File: src/rtl/fwrm_pkg.sv
// ----------------------------------------------------------------------------
// fwrm_pkg: shared types and constants of the running-maximum FIFO
// Word and count sizes, operation codes, sequencer states, data selects,
// the out-stack entry layout and the sign-flip helper.
// ----------------------------------------------------------------------------
`default_nettype none

package fwrm_pkg;

    localparam int DEPTH      = 16;
    localparam int WORD_WIDTH = 32;
    localparam int ADDR_W     = $clog2(DEPTH);
    localparam int CNT_W      = $clog2(DEPTH + 1);
    localparam int TOTAL_W    = CNT_W + 1;

    typedef logic [WORD_WIDTH-1:0] word_t;

    // operation codes carried in the input tuser
    localparam logic [1:0] KIND_PUSH  = 2'd0;
    localparam logic [1:0] KIND_POP   = 2'd1;
    localparam logic [1:0] KIND_QUERY = 2'd2;

    typedef enum logic [2:0] {
        ST_IDLE,
        ST_EXEC,
        ST_XFER_RD,
        ST_XFER_WR,
        ST_POP_RD,
        ST_POP_WB,
        ST_RESP
    } state_t;

    typedef enum logic [1:0] {
        DSEL_ZERO,
        DSEL_POP,
        DSEL_MAX
    } data_sel_t;

    // out-stack entry: the word and the running maximum of everything below it
    typedef struct packed {
        word_t key;
        word_t prev_max;
    } out_entry_t;

    // Flip the sign bit: maps signed order onto unsigned order and back.
    function automatic word_t flip_sign(input word_t w);
        return {~w[WORD_WIDTH-1], w[WORD_WIDTH-2:0]};
    endfunction

endpackage

`default_nettype wire

File: src/rtl/fwrm_ram.sv
// ----------------------------------------------------------------------------
// fwrm_ram: generic simple dual-port RAM
// One write port, one read port, registered read data.
// ----------------------------------------------------------------------------
`default_nettype none

module fwrm_ram #(
    parameter int WIDTH = 32,
    parameter int DEPTH = 16,
    localparam int ADDR_W = $clog2(DEPTH)
) (
    input  wire logic              aclk,
    input  wire logic              wr_en,
    input  wire logic [ADDR_W-1:0] wr_addr,
    input  wire logic [WIDTH-1:0]  wr_data,
    input  wire logic              rd_en,
    input  wire logic [ADDR_W-1:0] rd_addr,
    output logic      [WIDTH-1:0]  rd_data
);

    logic [WIDTH-1:0] mem [DEPTH];

    always_ff @(posedge aclk) begin
        if (wr_en) begin
            mem[wr_addr] <= wr_data;
        end
        if (rd_en) begin
            rd_data <= mem[rd_addr];
        end
    end

endmodule

`default_nettype wire

File: src/rtl/fwrm_cmp.sv
// ----------------------------------------------------------------------------
// fwrm_cmp: shared maximum unit
// Unsigned compare of two sign-flipped words, returns the larger one.
// ----------------------------------------------------------------------------
`default_nettype none

module fwrm_cmp (
    input  wire fwrm_pkg::word_t a,
    input  wire fwrm_pkg::word_t b,
    output fwrm_pkg::word_t      max_o
);

    assign max_o = (a > b) ? a : b;

endmodule

`default_nettype wire

File: src/rtl/fifo_with_running_max.sv
// ----------------------------------------------------------------------------
// fifo_with_running_max: FIFO of signed words with a running maximum
// Small sequencer, one shared compare unit; in-stack with one running max,
// out-stack with per-entry maxima. Push, pop, max query, empty/full flags.
// ----------------------------------------------------------------------------
// Steps from accept to result: push, query and unused kind run the execute
//   and response steps; a pop served by the out-stack adds a RAM read and a
//   write-back step; a pop that finds the out-stack empty first moves every
//   in-stack word over, one RAM read and one write each. A new item is taken
//   only in idle, after the result is placed in a free output register.
// Reset: both counts clear and both maxima return to the most negative word;
//   stack memories keep their contents and are never read before written.
`default_nettype none

module fifo_with_running_max (
    input  wire logic        aclk,
    input  wire logic        aresetn,
    // input channel
    input  wire logic        s_tvalid,
    output logic             s_tready,
    input  wire logic [31:0] s_tdata,   // [31:0] value
    input  wire logic [1:0]  s_tuser,   // [1:0] kind
    // result channel
    output logic             m_tvalid,
    input  wire logic        m_tready,
    output logic [63:0]      m_tdata,   // [31:0] data, [63:32] current_max
    output logic [1:0]       m_tuser    // [0] empty_error, [1] full_error
);

    localparam int ADDR_W = fwrm_pkg::ADDR_W;
    localparam int CNT_W  = fwrm_pkg::CNT_W;

    fwrm_pkg::state_t    state_reg, state_next;
    logic [CNT_W-1:0]    in_cnt_reg, in_cnt_next;
    logic [CNT_W-1:0]    out_cnt_reg, out_cnt_next;
    fwrm_pkg::word_t     in_max_reg, in_max_next;
    fwrm_pkg::word_t     out_max_reg, out_max_next;
    logic [1:0]          kind_reg, kind_next;
    fwrm_pkg::word_t     key_reg, key_next;
    fwrm_pkg::word_t     pop_key_reg, pop_key_next;
    fwrm_pkg::data_sel_t dsel_reg, dsel_next;
    logic                empty_err_reg, empty_err_next;
    logic                full_err_reg, full_err_next;
    logic                m_valid_reg, m_valid_next;
    logic [63:0]         m_data_reg, m_data_next;
    logic [1:0]          m_user_reg, m_user_next;

    // RAM ports
    logic                 in_wr_en, in_rd_en;
    logic [ADDR_W-1:0]    in_wr_addr, in_rd_addr;
    fwrm_pkg::word_t      in_rd_data;
    logic                 out_wr_en, out_rd_en;
    logic [ADDR_W-1:0]    out_wr_addr, out_rd_addr;
    fwrm_pkg::out_entry_t out_wr_data, out_rd_data;

    // shared compare unit
    fwrm_pkg::word_t cmp_a, cmp_b, cmp_max;

    logic [CNT_W-1:0]              in_cnt_m1, out_cnt_m1;
    logic [fwrm_pkg::TOTAL_W-1:0]  total;
    logic                          queue_full;
    fwrm_pkg::word_t               data_word;

    fwrm_ram #(
        .WIDTH (fwrm_pkg::WORD_WIDTH),
        .DEPTH (fwrm_pkg::DEPTH)
    ) u_in_stack (
        .aclk    (aclk),
        .wr_en   (in_wr_en),
        .wr_addr (in_wr_addr),
        .wr_data (key_reg),
        .rd_en   (in_rd_en),
        .rd_addr (in_rd_addr),
        .rd_data (in_rd_data)
    );

    fwrm_ram #(
        .WIDTH ($bits(fwrm_pkg::out_entry_t)),
        .DEPTH (fwrm_pkg::DEPTH)
    ) u_out_stack (
        .aclk    (aclk),
        .wr_en   (out_wr_en),
        .wr_addr (out_wr_addr),
        .wr_data (out_wr_data),
        .rd_en   (out_rd_en),
        .rd_addr (out_rd_addr),
        .rd_data (out_rd_data)
    );

    fwrm_cmp u_cmp (
        .a     (cmp_a),
        .b     (cmp_b),
        .max_o (cmp_max)
    );

    assign in_cnt_m1  = in_cnt_reg - CNT_W'(1);
    assign out_cnt_m1 = out_cnt_reg - CNT_W'(1);
    assign total      = {1'b0, in_cnt_reg} + {1'b0, out_cnt_reg};
    assign queue_full = (total >= fwrm_pkg::TOTAL_W'(fwrm_pkg::DEPTH));

    assign in_wr_addr  = in_cnt_reg[ADDR_W-1:0];
    assign in_rd_addr  = in_cnt_m1[ADDR_W-1:0];
    assign out_wr_addr = out_cnt_reg[ADDR_W-1:0];
    assign out_rd_addr = out_cnt_m1[ADDR_W-1:0];
    assign out_wr_data = '{key: in_rd_data, prev_max: out_max_reg};

    assign s_tready = (state_reg == fwrm_pkg::ST_IDLE);
    assign m_tvalid = m_valid_reg;
    assign m_tdata  = m_data_reg;
    assign m_tuser  = m_user_reg;

    // route operands to the compare unit by step
    always_comb begin
        case (state_reg)
            fwrm_pkg::ST_EXEC: begin
                cmp_a = key_reg;
                cmp_b = in_max_reg;
            end
            fwrm_pkg::ST_XFER_WR: begin
                cmp_a = in_rd_data;
                cmp_b = out_max_reg;
            end
            default: begin
                cmp_a = in_max_reg;
                cmp_b = out_max_reg;
            end
        endcase
    end

    always_comb begin
        case (dsel_reg)
            fwrm_pkg::DSEL_POP: data_word = fwrm_pkg::flip_sign(pop_key_reg);
            fwrm_pkg::DSEL_MAX: data_word = fwrm_pkg::flip_sign(cmp_max);
            default:            data_word = '0;
        endcase
    end

    always_ff @(posedge aclk) begin
        if (!aresetn) begin
            state_reg   <= fwrm_pkg::ST_IDLE;
            in_cnt_reg  <= '0;
            out_cnt_reg <= '0;
            in_max_reg  <= '0;
            out_max_reg <= '0;
            m_valid_reg <= 1'b0;
        end else begin
            state_reg   <= state_next;
            in_cnt_reg  <= in_cnt_next;
            out_cnt_reg <= out_cnt_next;
            in_max_reg  <= in_max_next;
            out_max_reg <= out_max_next;
            m_valid_reg <= m_valid_next;
        end
    end

    always_ff @(posedge aclk) begin
        kind_reg      <= kind_next;
        key_reg       <= key_next;
        pop_key_reg   <= pop_key_next;
        dsel_reg      <= dsel_next;
        empty_err_reg <= empty_err_next;
        full_err_reg  <= full_err_next;
        m_data_reg    <= m_data_next;
        m_user_reg    <= m_user_next;
    end

    always_comb begin
        state_next     = state_reg;
        in_cnt_next    = in_cnt_reg;
        out_cnt_next   = out_cnt_reg;
        in_max_next    = in_max_reg;
        out_max_next   = out_max_reg;
        kind_next      = kind_reg;
        key_next       = key_reg;
        pop_key_next   = pop_key_reg;
        dsel_next      = dsel_reg;
        empty_err_next = empty_err_reg;
        full_err_next  = full_err_reg;
        m_valid_next   = m_valid_reg;
        m_data_next    = m_data_reg;
        m_user_next    = m_user_reg;
        in_wr_en       = 1'b0;
        in_rd_en       = 1'b0;
        out_wr_en      = 1'b0;
        out_rd_en      = 1'b0;

        if (m_valid_reg && m_tready) begin
            m_valid_next = 1'b0;
        end

        case (state_reg)
            fwrm_pkg::ST_IDLE: begin
                if (s_tvalid) begin
                    kind_next      = s_tuser;
                    key_next       = fwrm_pkg::flip_sign(s_tdata);
                    empty_err_next = 1'b0;
                    full_err_next  = 1'b0;
                    dsel_next      = fwrm_pkg::DSEL_ZERO;
                    state_next     = fwrm_pkg::ST_EXEC;
                end
            end
            fwrm_pkg::ST_EXEC: begin
                state_next = fwrm_pkg::ST_RESP;
                case (kind_reg)
                    fwrm_pkg::KIND_PUSH: begin
                        if (queue_full) begin
                            full_err_next = 1'b1;
                        end else begin
                            in_wr_en    = 1'b1;
                            in_max_next = cmp_max;
                            in_cnt_next = in_cnt_reg + CNT_W'(1);
                        end
                    end
                    fwrm_pkg::KIND_POP: begin
                        if (in_cnt_reg == '0 && out_cnt_reg == '0) begin
                            empty_err_next = 1'b1;
                        end else begin
                            dsel_next  = fwrm_pkg::DSEL_POP;
                            state_next = (out_cnt_reg == '0) ? fwrm_pkg::ST_XFER_RD
                                                             : fwrm_pkg::ST_POP_RD;
                        end
                    end
                    fwrm_pkg::KIND_QUERY: begin
                        dsel_next = fwrm_pkg::DSEL_MAX;
                    end
                    default: begin
                        dsel_next = fwrm_pkg::DSEL_ZERO;
                    end
                endcase
            end
            fwrm_pkg::ST_XFER_RD: begin
                in_rd_en    = 1'b1;
                in_cnt_next = in_cnt_m1;
                state_next  = fwrm_pkg::ST_XFER_WR;
            end
            fwrm_pkg::ST_XFER_WR: begin
                out_wr_en    = 1'b1;
                out_max_next = cmp_max;
                out_cnt_next = out_cnt_reg + CNT_W'(1);
                if (in_cnt_reg == '0) begin
                    // in-stack drained: its maximum falls back to the floor
                    in_max_next = '0;
                    state_next  = fwrm_pkg::ST_POP_RD;
                end else begin
                    state_next  = fwrm_pkg::ST_XFER_RD;
                end
            end
            fwrm_pkg::ST_POP_RD: begin
                out_rd_en    = 1'b1;
                out_cnt_next = out_cnt_m1;
                state_next   = fwrm_pkg::ST_POP_WB;
            end
            fwrm_pkg::ST_POP_WB: begin
                pop_key_next = out_rd_data.key;
                out_max_next = out_rd_data.prev_max;
                state_next   = fwrm_pkg::ST_RESP;
            end
            fwrm_pkg::ST_RESP: begin
                // hold until the output register is free
                if (!m_valid_reg || m_tready) begin
                    m_valid_next = 1'b1;
                    m_data_next  = {fwrm_pkg::flip_sign(cmp_max), data_word};
                    m_user_next  = {full_err_reg, empty_err_reg};
                    state_next   = fwrm_pkg::ST_IDLE;
                end
            end
            default: begin
                state_next = fwrm_pkg::ST_IDLE;
            end
        endcase
    end

    a_count_bound: assert property (@(posedge aclk) disable iff (!aresetn)
        total <= fwrm_pkg::TOTAL_W'(fwrm_pkg::DEPTH))
        else $error("stack counts exceed capacity");

    // the in-stack maximum clears in the transfer-write step that follows reading out the last word
    a_in_empty_floor: assert property (@(posedge aclk) disable iff (!aresetn)
        (in_cnt_reg == '0 && state_reg != fwrm_pkg::ST_XFER_WR) |-> (in_max_reg == '0))
        else $error("empty in-stack holds a nonzero maximum");

    // the out-stack maximum is restored in the write-back step that follows the count drop
    a_out_empty_floor: assert property (@(posedge aclk) disable iff (!aresetn)
        (out_cnt_reg == '0 && state_reg != fwrm_pkg::ST_POP_WB) |-> (out_max_reg == '0))
        else $error("empty out-stack holds a nonzero maximum");

    a_pop_nonempty: assert property (@(posedge aclk) disable iff (!aresetn)
        (state_reg == fwrm_pkg::ST_POP_RD) |-> (out_cnt_reg != '0))
        else $error("pop issued on empty out-stack");

    a_result_from_resp: assert property (@(posedge aclk) disable iff (!aresetn)
        $rose(m_valid_reg) |-> $past(state_reg == fwrm_pkg::ST_RESP))
        else $error("result presented outside the response step");

endmodule

`default_nettype wire

File: config.mk
export PLATFORM = sky130hd
export DESIGN_NAME = fifo_with_running_max
export DESIGN_NICKNAME = d
export VERILOG_FILES = /design/src/rtl/fwrm_pkg.sv /design/src/rtl/fwrm_ram.sv /design/src/rtl/fwrm_cmp.sv /design/src/rtl/fifo_with_running_max.sv
export SDC_FILE = /design/constraint.sdc
export NUM_CORES = 2
export LEC_CHECK = 0
export BUFFER_PORTS_ARGS = -buffer_cell sky130_fd_sc_hd__buf_2
export CAP_MARGIN = 25
export CORE_UTILIZATION = 50
export CTS_CLUSTER_DIAMETER = 30
export DETAILED_ROUTE_END_ITERATION = 8
export PLACE_DENSITY = 0.76
export SLEW_MARGIN = 40
export SYNTH_ARGS = -nofsm -noshare
export SYNTH_HDL_FRONTEND = slang
export SYNTH_SLANG_ARGS = --single-unit
File: constraint.sdc
create_clock -name aclk -period 7.46 [get_ports aclk]
set_input_delay 0.373 -clock aclk [delete_from_list [all_inputs] [get_ports aclk]]
set_output_delay 0.373 -clock aclk [all_outputs]
set_load 0.02 [all_outputs]
==> flow_summary.json <==
{
  "drive_gt1_frac": 0.330,
  "cts_buffers": 338,
  "place.gp.congestion": 0.894,
  "die_area_um2": 144000,
  "synthFlopType": "edfxtp_1",
  "drt_wl_total_um": 186000,
  "grt_pass1_wl_um": 269000,
  "critPathLaunchType": "register",
  "rsz0062_at_grt": "false",
  "antenna_found_initial": 10,
  "ff2ff_path_depth": 14,
  "p_leak_nw": 27.7,
  "top_register": "u_out_stack.mem",
  "end_kind": "register",
  "clock_path_buffers": 4,
  "synth_edf_count": 1768,
  "io_buffer_count": 105,
  "met1_usage": 0.349,
  "whs_path_depth": 3,
  "cts_setup_buffers": 0,
  "wl_per_cell_um": 31.8,
  "vias_per_cell": 6.41,
  "path_clk_slew_ns": 0.05,
  "die_h_um": 380,
  "dr.pass1.iters": 6,
  "min_path_type": "input pin to register",
  "path_class": "register to register",
  "hold_viol": 0,
  "ys_types": 69,
  "reg2reg_from": "state_reg[1]$_SDFFE_PN0P_",
  "min-delay-start": "aresetn",
  "clock-root-buffer": "clkbuf_16",
  "maxCapViolCount": 0,
  "num_vias": 37500,
  "grtUsageTotal": 0.258,
  "drtAntennaViolNets": 0,
  "ys_seq_elements": 1846,
  "synth.net_count": 3387,
  "start_util": 0.505,
  "insertion_delay_ns": 0.91,
  "h-tree-depth": 5,
  "synth_top_area_share": 0.743,
  "ys_top_cells_by_area": "edfxtp_1, mux4_2, dfxtp_1, mux2i_1, ha_1",
  "reg2reg_slack_ns": 1.89,
  "powerDensity_nw_per_um2": 377,
  "irDropWorstVdd_v": 0.000275,
  "overflow": 0,
  "route.detailed.drc": 0,
  "yosys_warnings": 0,
  "cts_tree": "yes",
  "drt-initial-drc-count": 5495,
  "r2r_end": "m_tdata[15]$_DFFE_PP_",
  "largestRegisters": "u_out_stack.mem: 1024 flops, u_in_stack.mem: 512 flops",
  "critPathRequiredTime_ns": 8.13,
  "num-fill-cells": 9185,
  "grt_pass1_vias": 38800,
  "rows": 138,
  "met3_usage": 0.0603,
  "core_area_um2": 142000,
  "slew_viol_final": 0,
  "synth-seq-area-share": 0.765,
  "setup_tns_ns": 0,
  "clock_skew_ns": 0.0651,
  "cp.arrival_ns": 6.24,
  "worst-path-max-fanout": 41,
  "hold_path_end": "out_max_reg[1]$_SDFFE_PN0P_",
  "synthCells": 3302,
  "async_flop_share": 0,
  "grt.busiest_layer": "met2",
  "setup_viol": 0,
  "synth_top_cell_by_area": "edfxtp_1",
  "die_x_um": 380,
  "hold_slack_ns": 0.0550,
  "netlist_area_um2": 71400,
  "fmax_mhz": 179,
  "clock_sinks": 1846,
  "post-route-period-util": 0.747,
  "power_w": 0.0326,
  "hpwl_um": 91600,
  "io_pins": 106,
  "relSlewSlack": 0.391,
  "largest_register_ffs": 1024,
  "use_met2": 0.412,
  "status": "finished, final reports clean",
  "period_minus_slack_ns": 5.57,
  "grt_max_degree": 96,
  "syn_avg_cell_area_um2": 21.6,
  "worst_slew_pin_slew_ns": 0.911,
  "fin_nets": 3777,
  "areaGrowthSynthToFinish_pct": 21.1
}
[worst max-delay path, cell delays in order (launching register included)]
cell      delay (ns)
dfxtp_2         0.90
buf_4           0.52
mux2i_1         0.31
nor2_1          0.07
a21oi_1         0.24
inv_1           0.13
ha_1            0.30
nand4_1         0.16
nor4_1          0.62
nand4_1         0.38
o21bai_2        0.33
nand4_1         0.29
buf_4           0.48
a21boi_0        0.24
o31ai_1         0.32
[power by group]
part           internal [W]  total, W  leakage, nW  switching (W)
combinational       0.00231   0.00525         5.82        0.00295
clock               0.00960    0.0149         5.34        0.00531
sequential           0.0120    0.0124         16.5       0.000449
total                0.0239    0.0326         27.7        0.00870
[layer usage]
| layer | wire (um) | part of all wire |
|---|---|---|
| met4 | 6240 | 0.034 |
| met1 | 68700 | 0.37 |
| met5 | 36 | 0.00019 |
| met2 | 90400 | 0.49 |
| met3 | 20200 | 0.11 |
[synth_stat cells, types with 3 or more instances]
cell type / n
buf_2: 26
nor3_2: 3
nand3_1: 10
a21oi_1: 55
nor3_1: 94
and2_1: 3
inv_1: 53
buf_1: 32
nor4_1: 3
buf_6: 5
o21ai_0: 11
clkbuf_1: 117
nand4_1: 7
o221ai_1: 31
a221o_1: 31
o31ai_1: 33
mux2i_1: 65
dfxtp_1: 78
a22o_1: 31
and3_1: 12
xnor2_1: 9
a211oi_1: 4
o22ai_1: 4
nand2_1: 90
buf_4: 4
nand2b_1: 6
ha_1: 47
or3_1: 3
nor2_1: 109
a21boi_0: 26
edfxtp_1: 1768
nor2b_1: 3
mux4_2: 480
a22oi_1: 5
[metrics by stage]
stage / instance area (um2) / util / worst slack (ns) / cells
after global placement: 74500 / 0.526 / 2.05 / 5185
after global routing: 86500 / 0.611 / 1.75 / 5841
after detailed placement: 75000 / 0.529 / 2.23 / 5204
after floorplan: 71400 / - / 2.96 / 3302
after CTS: 86400 / 0.610 / 2.10 / 5836
final: 86500 / 0.611 / 1.89 / 5841
[final cells by class]
| type | instances | area (um2) | area share |
|---|---|---|---|
| clock inverters | 217 | 2280 | 0.0264 |
| repair buffers | 235 | 2040 | 0.0236 |
| flip-flops and latches | 1846 | 54700 | 0.632 |
| inverters | 54 | 209 | 0.00242 |
| multi-input cells | 1217 | 16100 | 0.186 |
| diodes | 2 | 5.00 | 0.0000579 |
| well taps | 1890 | 2360 | 0.0273 |
| clock buffers | 380 | 8830 | 0.102 |
[timing repair]
| item | in CTS | in global routing |
|---|---|---|
| resized for setup | 0 | 0 |
| hold buffers | 35 | 0 |
| hold endpoints to repair | 35 | 0 |
[worst max-delay path by stage]
stage,from,to,slack (ns)
floorplan,out_cnt_reg[0]$_SDFFE_PN0P_,u_out_stack.mem[12][0]$_DFFE_PP_,2.96
global placement,state_reg[1]$_SDFFE_PN0P_,out_max_reg[6]$_SDFFE_PN0P_,2.05
detailed placement,state_reg[1]$_SDFFE_PN0P_,m_tdata[7]$_DFFE_PP_,2.23
CTS,state_reg[1]$_SDFFE_PN0P_,m_tdata[15]$_DFFE_PP_,2.10
global route,state_reg[1]$_SDFFE_PN0P_,m_tdata[15]$_DFFE_PP_,1.75
finish,state_reg[1]$_SDFFE_PN0P_,m_tdata[15]$_DFFE_PP_,1.89
[cell usage in the layout (no fill, tap or decap), drive strengths merged, types with 6 or more instances in the layout]
cell type | Yosys | final
o21ai | 12 | 12
nand4 | 7 | 7
a21boi | 28 | 28
a22o | 31 | 31
xnor2 | 10 | 10
edfxtp | 1768 | 1768
ha | 47 | 47
nor3 | 98 | 98
clkinv | 0 | 97
nand2 | 90 | 90
o221ai | 31 | 31
mux2i | 66 | 66
clkbuf | 118 | 380
a221o | 31 | 31
mux4 | 480 | 480
nor2 | 109 | 109
a21oi | 56 | 56
and3 | 12 | 12
dfxtp | 78 | 78
bufinv | 0 | 29
nand2b | 6 | 6
buf | 67 | 200
nand3 | 10 | 10
dlygate4sd3 | 0 | 35
o31ai | 33 | 33
inv | 54 | 102
clkinvlp | 0 | 43
[cell families after synthesis]
| group | after synthesis | synth area share |
|---|---|---|
| buffers and inverters | 239 | 0.0138 |
| AOI/OAI and AO/OA | 259 | 0.0276 |
| adders and majority gates | 47 | 0.00823 |
| DFF | 1846 | 0.765 |
| xor gates and xnor gates | 10 | 0.00149 |
| muxes | 548 | 0.161 |
| and+or+nand+nor | 353 | 0.0227 |
No activity file was read; power rests on OpenSTA's default activity.
